===== src/rtl/mwm_pkg.sv =====
// Types and constants shared by the mecanum wheel mixer modules.
`timescale 1ns / 1ps
`default_nettype none

package mwm_pkg;

  localparam int IN_W       = 16;
  localparam int SUM_W      = 18;
  localparam int MAG_W      = 17;
  localparam int DUTY_W     = 7;
  localparam int PROD_W     = MAG_W + DUTY_W;
  localparam int Q_W        = 7;
  localparam int NUM_WHEELS = 4;
  localparam int DIV_STEPS  = Q_W;
  localparam int SHIFT_W    = 3;

  localparam logic [DUTY_W-1:0] DUTY_MAX = 7'd100;

  localparam logic [0:0] CFG_ENABLE     = 1'b0;
  localparam logic [0:0] CFG_FULL_SCALE = 1'b1;

  localparam int WHEEL_FL = 0;
  localparam int WHEEL_FR = 1;
  localparam int WHEEL_RL = 2;
  localparam int WHEEL_RR = 3;

  typedef struct packed {
    logic signed [IN_W-1:0] vel_x;
    logic signed [IN_W-1:0] vel_y;
    logic signed [IN_W-1:0] rot_rate;
  } cmd_t;

  typedef struct packed {
    logic              status;
    logic [DUTY_W-1:0] front_left_fwd;
    logic [DUTY_W-1:0] front_left_rev;
    logic [DUTY_W-1:0] front_right_fwd;
    logic [DUTY_W-1:0] front_right_rev;
    logic [DUTY_W-1:0] rear_left_fwd;
    logic [DUTY_W-1:0] rear_left_rev;
    logic [DUTY_W-1:0] rear_right_fwd;
    logic [DUTY_W-1:0] rear_right_rev;
  } duty_t;

  typedef struct packed {
    logic                                  status;
    logic [NUM_WHEELS-1:0]                 pos;
    logic [NUM_WHEELS-1:0]                 neg;
    logic [MAG_W-1:0]                      den;
    logic [NUM_WHEELS-1:0][PROD_W-1:0]     rem;
    logic [NUM_WHEELS-1:0][Q_W-1:0]        quo;
  } div_t;

endpackage

`default_nettype wire


===== src/rtl/mwm_div_stage.sv =====
// One registered restoring-division stage that resolves one quotient bit for all wheels.
`timescale 1ns / 1ps
`default_nettype none

module mwm_div_stage
  import mwm_pkg::*;
(
  input  wire logic               clk,
  input  wire logic               rst,
  input  wire logic               load,
  input  wire logic               src_valid,
  input  wire div_t               src,
  input  wire logic [SHIFT_W-1:0] shift,
  output logic                    dst_valid,
  output div_t                    dst
);

  logic [PROD_W-1:0] den_sh;
  div_t              dst_next;

  always_comb begin
    den_sh   = PROD_W'(src.den) << shift;
    dst_next = src;
    for (int w = 0; w < NUM_WHEELS; w++) begin
      if (src.rem[w] >= den_sh) begin
        dst_next.rem[w] = src.rem[w] - den_sh;
        dst_next.quo[w] = src.quo[w] | (Q_W'(1) << shift);
      end
    end
  end

  always_ff @(posedge clk) begin
    if (rst) begin
      dst_valid <= 1'b0;
    end else if (load) begin
      dst_valid <= src_valid;
    end
  end

  always_ff @(posedge clk) begin
    if (load) begin
      dst <= dst_next;
    end
  end

endmodule

`default_nettype wire


===== src/rtl/mecanum_wheel_mixer.sv =====
// Top level of the mecanum wheel mixer: wheel sums, normalization and leg duties.
`timescale 1ns / 1ps
`default_nettype none

// The mixer takes one velocity command per clock cycle while cmd_stall is low and returns one
// result per command in order. Three stages form the wheel sums, their magnitudes, the
// products with the full-scale duty and the pairwise larger magnitudes; one stage finds the
// largest magnitude and picks the divisor; seven compare-subtract stages then resolve the
// quotient one bit each, and the last of them is the output register. Every stage holds its
// own valid bit, so a stall at the output only backs up as far as the pipeline is full and
// bubbles are squeezed out. Configuration is written through a plain write port and takes
// effect for commands accepted afterwards.
module mecanum_wheel_mixer
  import mwm_pkg::*;
#(
  parameter int FRAC_BITS = 12
) (
  input  wire logic              clk,
  input  wire logic              rst,
  input  wire logic              cfg_we,
  input  wire logic [0:0]        cfg_index,
  input  wire logic [DUTY_W-1:0] cfg_data,
  input  wire logic              cmd_valid,
  output logic                   cmd_stall,
  input  wire cmd_t              cmd,
  output logic                   duty_valid,
  input  wire logic              duty_stall,
  output duty_t                  duty
);

  localparam logic [MAG_W-1:0] ONE = MAG_W'(1) << FRAC_BITS;
  localparam int LAST = 4 + DIV_STEPS;

  typedef struct packed {
    logic                                    status;
    logic [DUTY_W-1:0]                       fs;
    logic [NUM_WHEELS-1:0][SUM_W-1:0]        sum;
  } s1_t;

  typedef struct packed {
    logic                                    status;
    logic [DUTY_W-1:0]                       fs;
    logic [NUM_WHEELS-1:0]                   pos;
    logic [NUM_WHEELS-1:0]                   neg;
    logic [NUM_WHEELS-1:0][MAG_W-1:0]        mag;
  } s2_t;

  typedef struct packed {
    logic                                    status;
    logic [NUM_WHEELS-1:0]                   pos;
    logic [NUM_WHEELS-1:0]                   neg;
    logic [MAG_W-1:0]                        max01;
    logic [MAG_W-1:0]                        max23;
    logic [NUM_WHEELS-1:0][PROD_W-1:0]       prod;
  } s3_t;

  logic              enable;
  logic [DUTY_W-1:0] full_scale;

  logic [LAST:0]   v;
  logic [1:LAST+1] ready;

  s1_t  s1, s1_next;
  s2_t  s2, s2_next;
  s3_t  s3, s3_next;
  div_t dv [0:DIV_STEPS];
  div_t dv_next;

  logic signed [SUM_W-1:0] ex, ey, er;
  logic [MAG_W-1:0]        max_all;
  div_t                    res;

  always_ff @(posedge clk) begin
    if (rst) begin
      enable     <= 1'b0;
      full_scale <= DUTY_MAX;
    end else if (cfg_we) begin
      unique case (cfg_index)
        CFG_ENABLE:     enable     <= cfg_data[0];
        CFG_FULL_SCALE: full_scale <= cfg_data;
        default:        enable     <= enable;
      endcase
    end
  end

  always_comb begin
    ready[LAST+1] = !duty_stall;
    for (int i = LAST; i >= 1; i--) begin
      ready[i] = !v[i] || ready[i+1];
    end
  end

  assign v[0]      = cmd_valid;
  assign cmd_stall = !ready[1];

  for (genvar i = 1; i <= 4; i++) begin : g_front
    always_ff @(posedge clk) begin
      if (rst) begin
        v[i] <= 1'b0;
      end else if (ready[i]) begin
        v[i] <= v[i-1];
      end
    end
  end

  always_comb begin
    ex = SUM_W'(cmd.vel_x);
    ey = SUM_W'(cmd.vel_y);
    er = SUM_W'(cmd.rot_rate);
    s1_next.status = !enable;
    if (!enable) begin
      s1_next.fs = '0;
    end else if (full_scale > DUTY_MAX) begin
      s1_next.fs = DUTY_MAX;
    end else begin
      s1_next.fs = full_scale;
    end
    s1_next.sum[WHEEL_FL] = ey + ex + er;
    s1_next.sum[WHEEL_FR] = ey - ex - er;
    s1_next.sum[WHEEL_RL] = ey - ex + er;
    s1_next.sum[WHEEL_RR] = ey + ex - er;
  end

  always_comb begin
    s2_next.status = s1.status;
    s2_next.fs     = s1.fs;
    for (int w = 0; w < NUM_WHEELS; w++) begin
      s2_next.neg[w] = s1.sum[w][SUM_W-1];
      s2_next.pos[w] = !s1.sum[w][SUM_W-1] && (s1.sum[w] != '0);
      s2_next.mag[w] = s1.sum[w][SUM_W-1] ? MAG_W'(-s1.sum[w]) : MAG_W'(s1.sum[w]);
    end
  end

  always_comb begin
    s3_next.status = s2.status;
    s3_next.pos    = s2.pos;
    s3_next.neg    = s2.neg;
    s3_next.max01  = (s2.mag[0] > s2.mag[1]) ? s2.mag[0] : s2.mag[1];
    s3_next.max23  = (s2.mag[2] > s2.mag[3]) ? s2.mag[2] : s2.mag[3];
    for (int w = 0; w < NUM_WHEELS; w++) begin
      s3_next.prod[w] = PROD_W'(s2.mag[w]) * PROD_W'(s2.fs);
    end
  end

  always_comb begin
    max_all        = (s3.max01 > s3.max23) ? s3.max01 : s3.max23;
    dv_next.status = s3.status;
    dv_next.pos    = s3.pos;
    dv_next.neg    = s3.neg;
    dv_next.den    = (max_all > ONE) ? max_all : ONE;
    dv_next.rem    = s3.prod;
    dv_next.quo    = '0;
  end

  always_ff @(posedge clk) begin
    if (ready[1]) begin
      s1 <= s1_next;
    end
    if (ready[2]) begin
      s2 <= s2_next;
    end
    if (ready[3]) begin
      s3 <= s3_next;
    end
    if (ready[4]) begin
      dv[0] <= dv_next;
    end
  end

  for (genvar j = 0; j < DIV_STEPS; j++) begin : g_div
    mwm_div_stage u_div (
      .clk       (clk),
      .rst       (rst),
      .load      (ready[5+j]),
      .src_valid (v[4+j]),
      .src       (dv[j]),
      .shift     (SHIFT_W'(DIV_STEPS - 1 - j)),
      .dst_valid (v[5+j]),
      .dst       (dv[j+1])
    );
  end

  assign res        = dv[DIV_STEPS];
  assign duty_valid = v[LAST];

  always_comb begin
    duty.status          = res.status;
    duty.front_left_fwd  = res.pos[WHEEL_FL] ? res.quo[WHEEL_FL] : '0;
    duty.front_left_rev  = res.neg[WHEEL_FL] ? res.quo[WHEEL_FL] : '0;
    duty.front_right_fwd = res.pos[WHEEL_FR] ? res.quo[WHEEL_FR] : '0;
    duty.front_right_rev = res.neg[WHEEL_FR] ? res.quo[WHEEL_FR] : '0;
    duty.rear_left_fwd   = res.pos[WHEEL_RL] ? res.quo[WHEEL_RL] : '0;
    duty.rear_left_rev   = res.neg[WHEEL_RL] ? res.quo[WHEEL_RL] : '0;
    duty.rear_right_fwd  = res.pos[WHEEL_RR] ? res.quo[WHEEL_RR] : '0;
    duty.rear_right_rev  = res.neg[WHEEL_RR] ? res.quo[WHEEL_RR] : '0;
  end

  a_reject_zero: assert property (@(posedge clk) disable iff (rst)
    duty_valid && duty.status |-> duty.front_left_fwd == '0 && duty.front_left_rev == '0
      && duty.front_right_fwd == '0 && duty.front_right_rev == '0
      && duty.rear_left_fwd == '0 && duty.rear_left_rev == '0
      && duty.rear_right_fwd == '0 && duty.rear_right_rev == '0)
    else $error("Rejected item carries a nonzero duty.");

  a_one_leg: assert property (@(posedge clk) disable iff (rst)
    duty_valid |-> !(duty.front_left_fwd != '0 && duty.front_left_rev != '0)
      && !(duty.front_right_fwd != '0 && duty.front_right_rev != '0)
      && !(duty.rear_left_fwd != '0 && duty.rear_left_rev != '0)
      && !(duty.rear_right_fwd != '0 && duty.rear_right_rev != '0))
    else $error("Both legs of one bridge are driven.");

  a_duty_max: assert property (@(posedge clk) disable iff (rst)
    duty_valid |-> res.quo[WHEEL_FL] <= DUTY_MAX && res.quo[WHEEL_FR] <= DUTY_MAX
      && res.quo[WHEEL_RL] <= DUTY_MAX && res.quo[WHEEL_RR] <= DUTY_MAX)
    else $error("Duty exceeds the full-scale limit.");

  a_rem_bound: assert property (@(posedge clk) disable iff (rst)
    duty_valid |-> res.rem[WHEEL_FL] < PROD_W'(res.den) && res.rem[WHEEL_FR] < PROD_W'(res.den)
      && res.rem[WHEEL_RL] < PROD_W'(res.den) && res.rem[WHEEL_RR] < PROD_W'(res.den))
    else $error("Division remainder is not below the divisor.");

  a_reset_empty: assert property (@(posedge clk)
    $past(rst) |-> !duty_valid)
    else $error("Result shown right after reset.");

endmodule

`default_nettype wire

===== config.mk =====
export PLATFORM = sky130hd
export DESIGN_NAME = mecanum_wheel_mixer
export DESIGN_NICKNAME = d
export VERILOG_FILES = /design/src/rtl/mwm_pkg.sv /design/src/rtl/mwm_div_stage.sv /design/src/rtl/mecanum_wheel_mixer.sv
export SDC_FILE = /design/constraint.sdc
export NUM_CORES = 2
export LEC_CHECK = 0
export BUFFER_PORTS_ARGS = -buffer_cell sky130_fd_sc_hd__clkbuf_2
export CORE_ASPECT_RATIO = 1.1
export CORE_MARGIN = 4
export CORE_UTILIZATION = 43
export CTS_CLUSTER_SIZE = 10
export DETAILED_ROUTE_END_ITERATION = 12
export PLACE_DENSITY_LB_ADDON = 0.12
export REMOVE_ABC_BUFFERS = 1
export SLEW_MARGIN = 5
export SYNTH_ARGS = -nofsm -noshare
export SYNTH_HDL_FRONTEND = slang
export SYNTH_SLANG_ARGS = --single-unit

===== constraint.sdc =====
create_clock -name clk -period 19.55 [get_ports clk]
set_clock_uncertainty 0.15 [all_clocks]
set_input_delay 0 -clock clk [delete_from_list [all_inputs] [get_ports clk]]
set_output_delay 0 -clock clk [all_outputs]
set_load 0.03 [all_outputs]

After elaboration in Yosys (flattened, before gate mapping):

Index checks and enable logic that the tools add are counted.

* register bits: 1381
* bits of input ports: 61
* output and inout bits: 59

* add/sub/neg operators: 34
* multiply operators: 4
* $lt $le $gt $ge: 33
* muxes and demuxes: 40
* bitwise operators: 2
* reductions and logical operators: 40

Operator list (number)
* 24-bit 2-to-1 mux: 24
* 17-bit 2-to-1 mux: 7
* 24-bit by 17-bit greater-or-equal comparator with 1-bit output: 4
* 24-bit by 18-bit greater-or-equal comparator with 1-bit output: 4
* 24-bit by 19-bit greater-or-equal comparator with 1-bit output: 4
* 24-bit by 20-bit greater-or-equal comparator with 1-bit output: 4
* 24-bit by 21-bit greater-or-equal comparator with 1-bit output: 4
* 24-bit by 22-bit greater-or-equal comparator with 1-bit output: 4
* 24-bit by 23-bit greater-or-equal comparator with 1-bit output: 4
* 17-bit by 7-bit multiplier with 24-bit output: 4
* 24-bit by 18-bit subtractor with 24-bit output: 4
* 24-bit by 19-bit subtractor with 24-bit output: 4
* 24-bit by 20-bit subtractor with 24-bit output: 4
* 24-bit by 21-bit subtractor with 24-bit output: 4
* 24-bit by 22-bit subtractor with 24-bit output: 4
* 24-bit by 23-bit subtractor with 24-bit output: 4
* 18-bit nonzero test: 4
* 17-bit negation: 4
* 7-bit 2-to-1 mux: 9
* 17-bit greater-than comparator: 3
* 17-bit by 16-bit adder with 18-bit output: 2
* 17-bit by 16-bit subtractor with 18-bit output: 2
* 1-bit logical NOT: 18
* 16-bit by 16-bit adder with 17-bit output: 1
* 8 further kinds: 23

Depth between registers and ports, before layout:

* word-level depth: 13
* gate-level depth with buffers: 22

By module:

A second synthesis with hierarchy kept.

* cell total of the unflattened synthesis: 11722
* area total of the unflattened synthesis: 118228.4 um2

Modules (own cells, without submodules)
* mwm_div_stage at g_div[0].u_div ...: instances 5, cells each 1198, area each 11831.3 um2, seq. area each 4524.3 um2
* mecanum_wheel_mixer: instances 1, cells each 3313, area each 35587.9 um2, seq. area each 12762.2 um2
* mwm_div_stage at g_div[6].u_div: instances 1, cells each 1253, area each 11905.2 um2, seq. area each 4524.3 um2
* mwm_div_stage at g_div[5].u_div: instances 1, cells each 1166, area each 11578.6 um2, seq. area each 4524.3 um2

Worst setup path before layout:

Ideal clock, no wire load.

* path type: register -> register
* start: register g_div[6].u_div.dst_valid (netlist name)
* end: register s3 (netlist bit dv_next[100]) (enable)
* library setup time: 0.490 ns
* data arrival time: 7.163 ns
* setup slack: 11.747 ns
* stages on the path, launching flop included: 8
* path buffers: 0
* clock period less this slack: 7.803 ns
* path through: dfxtp_1 -> and3_1 -> inv_1 -> nor2_1 -> and2_1 -> and3_1 -> and2_1 -> inv_1

* word-level cells in the longest chain between the ends: 10

Ends and longest elaborated chain
* 1-bit logical NOT: line mecanum_wheel_mixer.sv:89 `ready[i] = !v[i] || ready[i+1];`
* 1-bit logical OR (2 in series): line mecanum_wheel_mixer.sv:89
* named net g_div[5].u_div.load: line mwm_div_stage.sv:10 `input wire logic load,`
* 1-bit logical OR (7 in series): line mecanum_wheel_mixer.sv:89
* named net ready, one bit: line mecanum_wheel_mixer.sv:61 `logic [1:LAST+1] ready;`
* end signal: assignment: line mecanum_wheel_mixer.sv:163 `s3 <= s3_next;`
* end: declaration: line mecanum_wheel_mixer.sv:65 `s3_t s3, s3_next;`

The timed path passes the listed nets, and every way through them passes these cells.
A chain may end at the register's enable or synchronous reset.

==> impl_metrics.toml <==
[outcome]
run_status = "complete, no violations"

[power]
power_leakage_nw = 42.7
p_per_area_nw_per_um2 = 181
ir_worst_vdd_mv = 0.108

[route]
via_per_inst = 5.28
route.detailed.drc = 0
drt_pass1_iterations = 5
drt-initial-drc-count = 2668
drt_wl_total_microns = 231000
post_drt_wl_per_cell_microns = 20.9
drt.antenna.violating_nets = 0
vias = 58278

[clock_tree]
cts.sinks = 1277
ctsRootBufferMaster = "clkbuf_16"
cts_tree = "yes"
cts_resized = 0
path_clk_slew_ns = 0.06
insertion_delay_ns = 0.82
numCtsBuffers = 157
post_cts_buffers = 0
clk_path_buf_depth = 3
ctsHoldBuffers = 92
cts-htree-levels = 4

[synthesis]
synth_seq_cells = 1277
synth_top_area_frac = 0.433
syn_avg_cell_area_sq_um = 10.9
synth_enable_flop_cells = 1258
synth_ff_type = "edfxtp_1"
netlist-cell-type-count = 89
ys_seq_area_frac = 0.437
yosysTopAreaCell = "edfxtp_1"
syn_inst = 8001
ys_async_sr_fraction = 0
synthTopCellsByCount = "edfxtp_1 (1258), ha_1 (797), inv_1 (753), nand2_1 (550), a21oi_1 (537)"
yosys_warnings = 0
yosys.cell_count.top_type = "edfxtp_1"
syn_area_sq_um = 87200
yosys-top-cells-area = "edfxtp_1 (43%), ha_1 (11%), fa_1 (7.5%)"

[setup_path]
critPathArrivalTime_ns = 6.99
path_cells = "buf_4, buf_4, nand2_1, fa_1, fa_1, inv_1, fa_1, inv_1, fa_1, inv_1, ha_1, inv_1, o22ai_1, a2111oi_1, o31a_1, o21ai_1, o21ai_0, nor2_1, a2111oi_1, a21oi_1, xnor2_1"
path_max_fanout = 42
required_ns = 19.94
cp_top_family = "adder cells"
crit_path_top_delay_cell = "fa_1"
setup.worst_path.start_class = "register"
crit_buf_inv = 6
slowest_delay_ns = 0.55
crit_type = "register to register"
critical_path.endpoint_type = "register"

[floorplanning]
ios = 120
die_w_microns = 437
die_area_sq_um = 210000
die_y_microns = 480
core_sq_um = 202000
num_rows = 173
initial_core_util = 0.432

[finish]
syn2layout_area_growth_pct = 10.7
instances_no_fill = 11046
nets = 9434
layout-drive-gt1-share = 0.0704

[sta]
whs_ns = 0.0760
final.setup.tns_ns = 0
maxSlewViolCount = 0
slew-limit-headroom = 0.180
setup_violations = 0
finalCritPeriodShare = 0.338
final_hold_viol_count = 0
worstMarginPinSlew_ns = 1.23
final.min_clock_period_ns = 6.60
rsz0062_at_grt = "false"
fmax_ghz = 0.152

[placement]
place_inst = 10711
place.gp.congestion = 0.917
io_buffers = 119
hpwlAfterDp_microns = 187000

[grt]
grtUsageTotal = 0.219
grt_pass1_vias = 59676
globalRouteOverflowTotal = 0
grt_pass1_wl_microns = 351000
antenna_found_initial = 5
grt_start_max_net_pins = 72

[hold_path]
worstHoldPathType = "input pin to register"

[job]
maxCapViolCount = 0
[cell families after synthesis]
kind of cell | synth area share
DFF | 0.437
buffers and inverters | 0.0410
AOI/OAI and AO/OA | 0.120
adders and majority gates | 0.189
and+or+nand+nor | 0.132
muxes | 0.0225
xor gates and xnor gates | 0.0580
[tightest hold or removal path: cells and delay by family]
family | cells | cell delay, ns
XOR/XNOR | 2 | 0.35
AO/OA/AOI/OAI | 2 | 0.12
buffers and inverters | 1 | 0.09
adder cells (fa/ha/maj) | 2 | 0.35
[state kept, by name, indices dropped and copies added, names as in the netlist]
name and count:
s1 78, g_div.u_div.dst_valid 7, s2 82, s3 34, full_scale 7, g_div.u_div.dst 841, dv_next 103, v 4
enable 1, dv 120
[final timing paths]
path	depth (start not counted)	slack, ns	startpoint	endpoint
max reg2reg	21	12.95	s2[82]$_DFFE_PP_	dv_next[51]$_DFFE_PP_
min	7	0.08	cmd[46]	s1[70]$_DFFE_PN_
max	21	12.95	s2[82]$_DFFE_PP_	dv_next[51]$_DFFE_PP_
min reg2reg	0	0.26	dv_next[119]$_DFFE_PP_	dv[1169]$_DFFE_PP_
[per-layer routing]
layer,track usage,up-vias,routed length [microns]
li1,-,29022,-
met1,0.235,27684,88000
met2,0.408,1070,120000
met3,0.0243,500,6040
met4,0.136,2,16700
met5,0,-,17
[power breakdown]
part,switching [mW],internal (mW),leakage [nW]
combinational,5.25,3.82,26.3
clock,1.10,1.59,2.28
sequential,0.992,4.70,14.1
total,7.34,10.1,42.7
[cell type report]
type / instances / area, sq um
Sequential cell: 1277 / 38200
Inverter: 754 / 2850
Timing Repair Buffer: 262 / 1900
Antenna cell: 7 / 17.5
Fill cell: 18483 / 105000
Clock inverter: 41 / 490
Clock buffer: 195 / 4190
Multi-Input combinational cell: 5798 / 45600
Tap cell: 2712 / 3390
[through the flow]
stage / cell area [sq um] / setup WS (ns) / power, mW / util
detailed placement: 91000 / 12.94 / 14.8 / 0.450
global placement: 91000 / 12.92 / 14.7 / 0.450
floorplan: 86500 / 11.75 / 11.9 / -
finish: 96600 / 12.95 / 17.4 / 0.478
CTS: 96600 / 12.94 / 17.6 / 0.478
global route: 96600 / 12.57 / 18.8 / 0.478
[cells in the final DEF (no fill, tap or decap), drive strengths merged, types with 38 or more instances in the layout]
cell / count
nor4: 51
o21bai: 50
buf: 51
mux2: 139
and2: 431
nand3: 93
nor2: 481
nor3: 129
nand4: 68
fa: 326
nand2b: 103
xor2: 187
a21o: 218
edfxtp: 1258
or2: 38
ha: 797
mux2i: 40
o21a: 86
o31ai: 72
nor2b: 107
o21ai: 373
clkbuf: 314
nand2: 550
a21oi: 537
dlygate4sd3: 92
xnor2: 391
and3: 48
or3: 67
inv: 758
(Power assumes the default switching activity.)
